$ cat src/hw/rtl/i2c_seq_pkg.sv
// Shared types and constants for the I2C master transaction sequencer.
// No dependencies; imported by i2c_master_transaction_sequencer.
package i2c_seq_pkg;

    // Request kinds carried in s_tuser
    typedef enum logic [2:0] {
        KIND_LOAD  = 3'd0,
        KIND_WRITE = 3'd1,
        KIND_READ  = 3'd2,
        KIND_EVENT = 3'd3,
        KIND_POP   = 3'd4
    } kind_t;

    // Bus actions returned with each result
    typedef enum logic [2:0] {
        ACT_NONE    = 3'd0,
        ACT_START   = 3'd1,
        ACT_SEND    = 3'd2,
        ACT_ACK     = 3'd3,
        ACT_NACK    = 3'd4,
        ACT_STOP    = 3'd5,
        ACT_RESTART = 3'd6
    } action_t;

    // Bus status codes
    localparam logic [7:0] ST_START     = 8'h08;
    localparam logic [7:0] ST_RESTART   = 8'h10;
    localparam logic [7:0] ST_SLA_W_ACK = 8'h18;
    localparam logic [7:0] ST_SLA_W_NAK = 8'h20;
    localparam logic [7:0] ST_DAT_W_ACK = 8'h28;
    localparam logic [7:0] ST_DAT_W_NAK = 8'h30;
    localparam logic [7:0] ST_ARB_LOST  = 8'h38;
    localparam logic [7:0] ST_SLA_R_ACK = 8'h40;
    localparam logic [7:0] ST_SLA_R_NAK = 8'h48;
    localparam logic [7:0] ST_DAT_R_ACK = 8'h50;
    localparam logic [7:0] ST_DAT_R_NAK = 8'h58;

    // Byte returned by a pop from an empty receive buffer
    localparam logic [7:0] RX_EMPTY_BYTE = 8'h88;

endpackage

$ cat src/hw/rtl/i2c_master_transaction_sequencer.sv
// I2C master transaction sequencer: turns requests and bus status events into bus actions.
// Depends on i2c_seq_pkg for kinds, actions and status codes.
//
// Usage:
//   Slave channel (s_*) takes requests: s_tuser holds the kind (load tx byte, start write,
//   start read, bus status event, pop received byte), s_tdata the operand fields.
//   Master channel (m_*) returns exactly one result per request, in order: the bus
//   action, the byte to send, the popped byte and the busy / data / empty flags.
//   A request is registered on acceptance, processed against the transmit and receive
//   buffers (internal memories, one access each per request) once the result register is
//   free or being taken, and its result is registered; m_tvalid is the valid bit of that
//   result register, so each request passes the input register and then the result register.
//   Throughput is one request per cycle while m_tready stays high, as the pointers and
//   buffers are updated once per request. When the receiver stalls, the result register
//   holds and the input register holds one more request; s_tready drops once both are full.
//   Reset clears the pointers, counts, busy flag and both pipeline valid bits. Buffer
//   contents are not cleared; a data slot must be loaded before it is sent.
module i2c_master_transaction_sequencer
    import i2c_seq_pkg::*;
#(
    parameter int BUFFER_DEPTH = 16
)
(
    input  logic        clk,
    input  logic        rst_n,
    input  logic        s_tvalid,
    output logic        s_tready,
    input  logic [31:0] s_tdata,  // slot[3:0], data_byte[11:4], slave_address[18:12],
                                  // count[23:19], status_code[31:24]
    input  logic [2:0]  s_tuser,  // kind[2:0]
    output logic        m_tvalid,
    input  logic        m_tready,
    output logic [23:0] m_tdata   // action[2:0], tx_byte[10:3], rx_byte[18:11],
                                  // busy_res[19], has_data[20], rx_empty[21], zero[23:22]
);

    localparam int IW = (BUFFER_DEPTH > 1) ? $clog2(BUFFER_DEPTH) : 1;
    localparam int CW = $clog2(BUFFER_DEPTH + 1);
    localparam int WW = ((CW > 5) ? CW : 5) + 1;

    localparam logic [WW-1:0] DEPTH_W    = WW'(BUFFER_DEPTH);
    localparam logic [WW-1:0] DEPTH_M1_W = WW'(BUFFER_DEPTH - 1);

    // Input register
    logic        in_valid_reg;
    logic [31:0] in_data_reg;
    logic [2:0]  in_kind_reg;

    // Result register
    logic        out_valid_reg;
    logic [2:0]  action_reg;
    logic [7:0]  tx_byte_reg;
    logic [7:0]  rx_byte_reg;
    logic        busy_reg;
    logic        has_data_reg;
    logic        rx_empty_reg;

    // Sequencer state
    logic [CW-1:0] tx_total_reg, tx_total_next;
    logic [CW-1:0] tx_next_reg, tx_next_next;
    logic [CW-1:0] rx_expected_reg, rx_expected_next;
    logic [CW-1:0] rx_fill_reg, rx_fill_next;
    logic          in_progress_reg, in_progress_next;

    // Buffers
    logic [7:0] tx_mem [BUFFER_DEPTH];
    logic [7:0] rx_mem [BUFFER_DEPTH];

    logic advance;

    // Request fields
    logic [3:0] f_slot;
    logic [7:0] f_byte;
    logic [6:0] f_addr;
    logic [4:0] f_count;
    logic [7:0] f_code;

    // Combinational step outputs
    logic [2:0]    action_c;
    logic          rx_empty_c;
    logic          tx_rd_en, rx_rd_en, rx_empty_rd;
    logic [IW-1:0] tx_rd_addr, rx_rd_addr;
    logic          tx_wr_en, rx_wr_en;
    logic [IW-1:0] tx_wr_addr, rx_wr_addr;
    logic [7:0]    tx_wr_data;

    logic [WW-1:0] slot_p1;
    logic [WW-1:0] cnt_w;
    logic [WW-1:0] wr_cnt;
    logic [WW-1:0] rd_cnt;
    logic [CW-1:0] tn;
    logic [CW:0]   fill_p1;

    assign advance  = in_valid_reg && (!out_valid_reg || m_tready);
    assign s_tready = !in_valid_reg || advance;

    assign f_slot  = in_data_reg[3:0];
    assign f_byte  = in_data_reg[11:4];
    assign f_addr  = in_data_reg[18:12];
    assign f_count = in_data_reg[23:19];
    assign f_code  = in_data_reg[31:24];

    assign slot_p1 = WW'(f_slot) + WW'(1);
    assign cnt_w   = WW'(f_count);
    assign wr_cnt  = (cnt_w > DEPTH_M1_W) ? DEPTH_M1_W : cnt_w;
    assign rd_cnt  = (cnt_w > DEPTH_W) ? DEPTH_W : cnt_w;

    // Step logic: next state, action and buffer accesses for the registered request
    always_comb
    begin
        tx_total_next    = tx_total_reg;
        tx_next_next     = tx_next_reg;
        rx_expected_next = rx_expected_reg;
        rx_fill_next     = rx_fill_reg;
        in_progress_next = in_progress_reg;
        action_c         = ACT_NONE;
        rx_empty_c       = 1'b0;
        tx_rd_en         = 1'b0;
        tx_rd_addr       = '0;
        rx_rd_en         = 1'b0;
        rx_rd_addr       = '0;
        rx_empty_rd      = 1'b0;
        tx_wr_en         = 1'b0;
        tx_wr_addr       = '0;
        tx_wr_data       = f_byte;
        rx_wr_en         = 1'b0;
        rx_wr_addr       = rx_fill_reg[IW-1:0];
        tn               = tx_next_reg;
        fill_p1          = (CW + 1)'(rx_fill_reg) + (CW + 1)'(1);

        unique case (in_kind_reg)
            KIND_LOAD:
            begin
                if (slot_p1 < DEPTH_W)
                begin
                    tx_wr_en   = 1'b1;
                    tx_wr_addr = slot_p1[IW-1:0];
                end
            end
            KIND_WRITE:
            begin
                tx_wr_en         = 1'b1;
                tx_wr_data       = {f_addr, 1'b0};
                tx_total_next    = CW'(wr_cnt + WW'(1));
                in_progress_next = 1'b1;
                action_c         = ACT_START;
            end
            KIND_READ:
            begin
                tx_wr_en         = 1'b1;
                tx_wr_data       = {f_addr, 1'b1};
                tx_total_next    = CW'(1);
                rx_expected_next = CW'(rd_cnt);
                in_progress_next = 1'b1;
                action_c         = ACT_START;
            end
            KIND_EVENT:
            begin
                case (f_code)
                    ST_START, ST_RESTART, ST_SLA_W_ACK, ST_DAT_W_ACK:
                    begin
                        // A (re)start rewinds to the address byte
                        if (f_code == ST_START || f_code == ST_RESTART)
                        begin
                            tn = '0;
                        end
                        tx_next_next = tn;
                        if (tn < tx_total_reg)
                        begin
                            tx_rd_en     = 1'b1;
                            tx_rd_addr   = tn[IW-1:0];
                            tx_next_next = tn + CW'(1);
                            action_c     = ACT_SEND;
                        end
                        else
                        begin
                            in_progress_next = 1'b0;
                            action_c         = ACT_STOP;
                        end
                    end
                    ST_SLA_R_ACK:
                    begin
                        rx_fill_next = '0;
                        action_c = (rx_expected_reg == CW'(1)) ? ACT_NACK : ACT_ACK;
                    end
                    ST_DAT_R_ACK:
                    begin
                        // Capture unless full; ACK while more bytes are wanted
                        if (rx_fill_reg < CW'(BUFFER_DEPTH))
                        begin
                            rx_wr_en     = 1'b1;
                            rx_fill_next = fill_p1[CW-1:0];
                            fill_p1      = fill_p1 + (CW + 1)'(1);
                        end
                        action_c = (rx_expected_reg != '0 &&
                                    fill_p1 < (CW + 1)'(rx_expected_reg)) ? ACT_ACK : ACT_NACK;
                    end
                    ST_DAT_R_NAK:
                    begin
                        if (rx_fill_reg < CW'(BUFFER_DEPTH))
                        begin
                            rx_wr_en     = 1'b1;
                            rx_fill_next = fill_p1[CW-1:0];
                        end
                        in_progress_next = 1'b0;
                        action_c         = ACT_STOP;
                    end
                    ST_ARB_LOST:
                    begin
                        in_progress_next = 1'b0;
                        action_c         = ACT_RESTART;
                    end
                    default:
                    begin
                        in_progress_next = 1'b0;
                        action_c         = ACT_STOP;
                    end
                endcase
            end
            KIND_POP:
            begin
                // Last-in byte first; empty buffer returns the marker byte
                if (rx_fill_reg != '0)
                begin
                    rx_fill_next = rx_fill_reg - CW'(1);
                    rx_rd_en     = 1'b1;
                    rx_rd_addr   = rx_fill_next[IW-1:0];
                end
                else
                begin
                    rx_empty_rd = 1'b1;
                    rx_empty_c  = 1'b1;
                end
            end
            default:
            begin
            end
        endcase
    end

    // Control state
    always_ff @(posedge clk or negedge rst_n)
    begin
        if (!rst_n)
        begin
            in_valid_reg    <= 1'b0;
            out_valid_reg   <= 1'b0;
            tx_total_reg    <= '0;
            tx_next_reg     <= '0;
            rx_expected_reg <= '0;
            rx_fill_reg     <= '0;
            in_progress_reg <= 1'b0;
        end
        else
        begin
            if (s_tready)
            begin
                in_valid_reg <= s_tvalid;
            end
            if (advance)
            begin
                out_valid_reg   <= 1'b1;
                tx_total_reg    <= tx_total_next;
                tx_next_reg     <= tx_next_next;
                rx_expected_reg <= rx_expected_next;
                rx_fill_reg     <= rx_fill_next;
                in_progress_reg <= in_progress_next;
            end
            else if (m_tready)
            begin
                out_valid_reg <= 1'b0;
            end
        end
    end

    // Input payload register
    always_ff @(posedge clk)
    begin
        if (s_tready && s_tvalid)
        begin
            in_data_reg <= s_tdata;
            in_kind_reg <= s_tuser;
        end
    end

    // Buffers and result payload; buffer reads land directly in the result register
    always_ff @(posedge clk)
    begin
        if (advance)
        begin
            if (tx_wr_en)
            begin
                tx_mem[tx_wr_addr] <= tx_wr_data;
            end
            if (rx_wr_en)
            begin
                rx_mem[rx_wr_addr] <= f_byte;
            end
            if (tx_rd_en)
            begin
                tx_byte_reg <= tx_mem[tx_rd_addr];
            end
            else
            begin
                tx_byte_reg <= 8'h00;
            end
            if (rx_rd_en)
            begin
                rx_byte_reg <= rx_mem[rx_rd_addr];
            end
            else if (rx_empty_rd)
            begin
                rx_byte_reg <= RX_EMPTY_BYTE;
            end
            else
            begin
                rx_byte_reg <= 8'h00;
            end
            action_reg   <= action_c;
            busy_reg     <= in_progress_next;
            has_data_reg <= (rx_fill_next != '0);
            rx_empty_reg <= rx_empty_c;
        end
    end

    assign m_tvalid = out_valid_reg;
    assign m_tdata  = {2'b00, rx_empty_reg, has_data_reg, busy_reg,
                       rx_byte_reg, tx_byte_reg, action_reg};

`ifndef SYNTHESIS
    // Fill count never passes the buffer depth
    a_fill_bound: assert property (@(posedge clk) disable iff (!rst_n)
        rx_fill_reg <= CW'(BUFFER_DEPTH))
        else $error("receive fill count beyond buffer depth");

    // An empty pop returns the marker byte and reports no data left
    a_empty_pop: assert property (@(posedge clk) disable iff (!rst_n)
        (out_valid_reg && rx_empty_reg) |->
        (rx_byte_reg == RX_EMPTY_BYTE && !has_data_reg && action_reg == ACT_NONE))
        else $error("empty pop result inconsistent");

    // A processed request always shows up as a result in the next cycle
    a_result_follows: assert property (@(posedge clk) disable iff (!rst_n)
        advance |=> out_valid_reg)
        else $error("processed request produced no result");

    // A send never targets a slot beyond the transmit total
    a_send_in_range: assert property (@(posedge clk) disable iff (!rst_n)
        (advance && action_c == ACT_SEND) |=> (tx_next_reg <= tx_total_reg))
        else $error("transmit pointer passed transmit total");
`endif

endmodule

$ cat config.mk
export PLATFORM = sky130hd
export DESIGN_NAME = i2c_master_transaction_sequencer
export DESIGN_NICKNAME = d
export VERILOG_FILES = /design/src/hw/rtl/i2c_seq_pkg.sv /design/src/hw/rtl/i2c_master_transaction_sequencer.sv
export SDC_FILE = /design/constraint.sdc
export NUM_CORES = 1
export LEC_CHECK = 0
export BUFFER_PORTS_ARGS = -buffer_cell sky130_fd_sc_hd__buf_2
export CAP_MARGIN = 10
export CORE_MARGIN = 5
export CORE_UTILIZATION = 30
export CTS_CLUSTER_SIZE = 14
export DETAILED_ROUTE_END_ITERATION = 10
export SYNTH_ARGS = -nofsm -noshare
export SYNTH_HDL_FRONTEND = slang
export SYNTH_SLANG_ARGS = --single-unit
$ cat constraint.sdc
create_clock -name clk -period 8.36 [get_ports clk]
set_input_delay 1.672 -clock clk [delete_from_list [all_inputs] [get_ports clk]]
set_output_delay 1.672 -clock clk [all_outputs]
set_load 0.005 [all_outputs]
# Yosys cells after proc, flatten, opt, wreduce, memory -nomap -nowiden
# Memories as Yosys holds them, arrays and structs flattened. A register that Yosys moved wholly into a read port is not among the register bits.
# Cells that the tools add are included.
[classes]
n_mux = 52
n_lt_le_gt_ge = 6
n_eq_ne = 13
addsub = 6
reduce_logical = 22
[op_table]
columns = ["cell", "n"]
rows = [
  ["two-way mux 5 bit", 8],
  ["case mux 5 bit (2 select lines)", 3],
  ["two-way mux 4 bit", 7],
  ["== test 8 x 7 -> 1 bit, second input constant", 3],
  ["two-way mux 1 bit", 20],
  ["two-way mux 6 bit", 3],
  ["== test 8 x 5 -> 1 bit, second input constant", 2],
  ["== test 8 x 6 -> 1 bit, second input constant", 2],
  ["two-way mux 8 bit", 2],
  ["case mux 8 bit (2 select lines)", 1],
  ["nonzero test 5 bit", 3],
  ["case mux 3 bit (4 select lines)", 1],
  ["adder 5 x 1 -> 5 bit, second input constant", 2],
  ["less-than comparator 5 bit, second input constant", 2],
  ["two-way mux 3 bit", 3],
  ["== test 8 x 4 -> 1 bit, second input constant", 1],
  ["adder 5 x 1 -> 6 bit, second input constant", 1],
  ["adder 6 x 1 -> 6 bit, second input constant", 1],
  ["== test 3 x 2 -> 1 bit, second input constant", 2],
  ["less-than comparator 6 x 5 -> 1 bit", 1],
  ["case mux 1 bit (2 select lines)", 3],
  ["case mux 3 bit (2 select lines)", 1],
  ["OR reduction 2 bit", 3],
  ["adder 4 x 1 -> 5 bit, second input constant", 1],
  ["15 further kinds", 23],
]
[word_totals]
output_inout_bits = 26
elab_cells = 115
inputBits = 39
reg_bits = 72
ram_bits = 256
n_memories = 2
[memory_table]
columns = ["memory", "depth", "word_bits", "read_ports", "rd_clocked_by_memory_dff", "wr", "line", "text"]
rows = [
  ["rx_mem", 16, 8, 1, 0, 1, "i2c_master_transaction_sequencer.sv:67", "logic [7:0] rx_mem [BUFFER_DEPTH];"],
  ["tx_mem", 16, 8, 1, 1, 1, "i2c_master_transaction_sequencer.sv:66", "logic [7:0] tx_mem [BUFFER_DEPTH];"],
]

# Longest topological paths before layout
[logic_depth]
word_depth = 10
ltp_mapped = 20
ltp_nobuf = 15

# Worst setup path before layout
# OpenSTA, ideal clock, no wires.
[synth_timing]
path_type = "input-to-reg"
startpoint = "input port m_tready"
endpoint = "memory tx_mem[11][0], enable pin"
slack_ns = 4.501
t_arrival_ns = 3.489
setup_ns = 0.370
t_required_ns = 7.990
stages = 6
cell_sequence = "nand2b_1 nand2_1 inv_1 clkbuf_1 nand4_1 nor2_1"
[synth_between]
elab_chain_len = 4
[synth_rtl]
columns = ["element", "line", "text"]
rows = [
  ["start, declared", "i2c_master_transaction_sequencer.sv:32", "input logic m_tready,"],
  ["logical OR 1 bit", "i2c_master_transaction_sequencer.sv:94", "assign advance = in_valid_reg && (!out_valid_reg || m_tready);"],
  ["logical AND 1 bit", "i2c_master_transaction_sequencer.sv:94", ""],
  ["named net advance", "i2c_master_transaction_sequencer.sv:69", "logic advance;"],
  ["two-way mux 1 bit", "i2c_master_transaction_sequencer.sv:289", "if (advance)"],
  ["two-way mux 1 bit (not written as such)", "i2c_master_transaction_sequencer.sv:293", "tx_mem[tx_wr_addr] <= tx_wr_data;"],
  ["end, declared", "i2c_master_transaction_sequencer.sv:66", ""],
]
# The timed path passes the listed nets, and every way through them passes these cells.

# Worst setup path in the final report
[layout_timing]
startpoint = "register in_data_reg[31]"
endpoint = "register tx_byte_reg[5], read port of tx_mem, data pin"
[layout_between]
elab_chain_len = 10
elab_cells_between_ends = 17
[layout_rtl]
columns = ["element", "line", "text"]
rows = [
  ["start, declared", "i2c_master_transaction_sequencer.sv:46", "logic [31:0] in_data_reg;"],
  ["start signal, assigned", "i2c_master_transaction_sequencer.sv:281", "in_data_reg <= s_tdata;"],
  ["== test 8 x 4 -> 1 bit or == test 8 x 5 -> 1 bit (tied branches)", "i2c_master_transaction_sequencer.sv:159, i2c_master_transaction_sequencer.sv:163", ""],
  ["logical OR 1 bit", "i2c_master_transaction_sequencer.sv:163", "if (f_code == ST_START || f_code == ST_RESTART)"],
  ["two-way mux 5 bit", "i2c_master_transaction_sequencer.sv:163", ""],
  ["two-way mux 5 bit", "i2c_master_transaction_sequencer.sv:159", "case (f_code)"],
  ["two-way mux 5 bit", "i2c_master_transaction_sequencer.sv:131", "unique case (in_kind_reg)"],
  ["less-than comparator 5 bit", "i2c_master_transaction_sequencer.sv:168", "if (tn < tx_total_reg)"],
  ["two-way mux 1 bit", "i2c_master_transaction_sequencer.sv:168", ""],
  ["two-way mux 1 bit", "i2c_master_transaction_sequencer.sv:159", ""],
  ["two-way mux 1 bit", "i2c_master_transaction_sequencer.sv:131", ""],
  ["logical NOT 1 bit (no line)", "--", ""],
  ["end, declared", "i2c_master_transaction_sequencer.sv:52", "logic [7:0] tx_byte_reg;"],
]
# Several ways; a longest one is shown, not always the timed one. The select of a mux whose other input is x is not followed.
# A chain may end at the register's enable or synchronous reset.

==> results.tsv <==
metric	value	unit
power per cell area	268	nW/um2
length of the first detailed-routing pass in iterations	5	
count leader, synth	edfxtp_1	
Worst-path clk slew	0.05	ns
Synth top area share	0.659	
post-synth cell types	63	
Tot GR Track Use	0.119	
clock buffer depth	3	
CTS buffer count	38	
via count	8102	
CTS resizes	0	
largest family of logic cells by synthesized area	multiplexers	
xor-xnor portion of the synthesized cell area	0.00859	
Synth Area per Inst	15.3	um2
Die Y	228	um
Root Buffer	clkbuf_16	
initial antenna violation count	1	
Detail Route Antenna Nets	0	
Final period util	0.702	
Main synth FF type	edfxtp_1	
Ant. Diodes	0	
post-synthesis sequential area ratio	0.699	
clk_lat worst skew	0.55	ns
most frequent cells after synthesis	313 x edfxtp_1, 101 x nand2_1, 62 x mux2i_1	
Crit path required time	8.65	ns
asr flop ratio synth	0.0685	
Synth Area in Simple Gates	0.0906	
top post-synthesis cells by area	edfxtp_1 66%, mux4_2 4.7%, mux2i_1 4.3%	
first-pass GRT wire length	48.7	mm
Max VDD drop	136	uV
post-synthesis to final-layout area growth	15.4	%
leakage power	5.89	nW
status	complete, no violations	
Placeable Area	47400	um2
Synthesis Warnings	0	
CTS tree	done	
Starting Density	0.301	
Clock H-tree levels	2	
actual slew at the worst max-slew pin	1.11	ns
I/O Buffers	62	
worst setup path class	reg2reg	
critical path startpoint category	register	
fmax	170	MHz
Arr. time, crit path	6.16	ns
post-CTS setup buffers	0	
Min-Delay Path Class	reg2reg	
max_slew headroom	0.257	
Ports	65	
biggest area consumer among synthesized cells	edfxtp_1	
largest fanout on the critical path	64	
DRC viols	0	
routed wl met2	14.5	mm
Met3 Wirelength	1.72	mm
Mapped Area	14300	um2
Syn Inst Count	935	
fin. max-slew vios	0	
vias in the first global route	8054	
crit end category	register	
post-synthesis register bit count	336	
post-layout min period	5.87	ns
post-synthesis mux area share	0.103	
Min Hold Slack	0.497	ns
Final Hold Fails	0	
Die W	228	um
# nets final	1056	
post-synthesis adder-cell area fraction	0.0193	
Via density	4.94	
final setup fails	0	
DPL Wire Length	20.9	mm
CTS Sinks	336	
share of cells above drive strength 1	0.187	
Post-synth EDFFs	313	
Top Layer Used	met5	
largest net degree at the start of global routing	65	
total wire length	31.6	mm
TNS Setup	0	ns
Rows	80	
Post-CTS Hold Buffers	0	
DR WL/cell	19.3	um
clk_skew	0.0152	ns
gr ovfl total	0	
GPL Wtd Cong	0.818	
Die Area	52000	um2
DR iter-0 viols	679	
met1 WL	14.6	mm
RSZ-0062 raised after global routing	false	
max_cap viols	0	
Compound-Gate Fraction of Synth Area	0.0564	
## layout make-up
type | instances | area [um2]
Timing Repair Buffer | 68 | 355
Sequential cell | 336 | 9970
Clock inverter | 25 | 295
Fill cell | 4511 | 31000
Inverter | 19 | 71.3
Clock buffer | 44 | 995
Multi-Input combinational cell | 532 | 4010
Tap cell | 615 | 769
## cells by family after synthesis
logic type,count (synthesis)
DFF,336
and+or+nand+nor,263
AOI/OAI and AO/OA,124
muxes,107
buffers and inverters,68
adders and majority gates,22
xor gates and xnor gates,14
other,1
## layer usage
metal / vias to the layer above / track usage
met3: 50 / 0.0224
met4: 2 / 0.0386
met5: - / 0
li1: 3712 / -
met1: 4112 / 0.170
met2: 226 / 0.185
## stage by stage
stage | cell area, um2 | utilization | total power (W) | worst slack [ns] | std cells
6_report | 16500 | 0.347 | 0.00441 | 2.49 | 1639
5_1_grt | 16500 | 0.347 | 0.00460 | 2.07 | 1639
4_1_cts | 16500 | 0.347 | 0.00446 | 2.48 | 1639
3_5_place_dp | 15200 | 0.320 | 0.00273 | 2.49 | 1570
3_3_place_gp | 15200 | 0.320 | 0.00273 | 2.74 | 1570
2_1_floorplan | 14300 | - | 0.00252 | 4.50 | 936
## placed cells by master, fill, tap and decap left out, types with 8 or more instances in the layout
cell       count
o22ai_1       13
clkbuf_16     39
mux4_2        30
nor2_1        55
nand2b_1      14
clkinv_2       8
a21oi_1       34
inv_1         19
nand2_1      100
mux2_2        15
dfrtp_1       23
ha_1          22
mux2i_1       62
o21ai_0       28
and2_1         9
buf_2         62
nand3_1       28
edfxtp_1     313
xor2_1         9
## where the power goes
group | leakage, nW | internal, W | switching (W) | total [W]
clock | 0.638 | 0.00105 | 0.000670 | 0.00172
sequential | 3.14 | 0.00191 | 0.0000817 | 0.00199
combinational | 2.12 | 0.000307 | 0.000396 | 0.000702
total | 5.89 | 0.00326 | 0.00115 | 0.00441
## worst paths after layout
check                           startpoint               to  slack (ns)  depth (start not counted)
setup / recovery           in_data_reg[31]   tx_byte_reg[5]        2.49                         14
hold / removal             tx_total_reg[4]  tx_total_reg[4]        0.50                          2
setup reg to reg           in_data_reg[31]   tx_byte_reg[5]        2.49                         14
hold reg to reg            tx_total_reg[4]  tx_total_reg[4]        0.50                          2
max in group asynchronous            rst_n  tx_total_reg[4]        6.85                          1
min in group asynchronous            rst_n   rx_fill_reg[1]        1.13                          1
## worst max-delay path, cell delays in order (launching register included)
cell and delay (ns):
edfxtp_1 0.41, nor4_2 0.63, nand3_1 0.45, nand2_1 0.56
inv_1 0.43, ha_1 0.42, a21oi_1 0.14, o21ai_0 0.13
nor2_2 0.36, ha_1 0.28, nand3_4 0.77, mux2i_1 0.45
o22a_1 0.18, a31oi_1 0.10, a221o_1 0.27
Note: power is estimated with default switching activity, not from simulation.
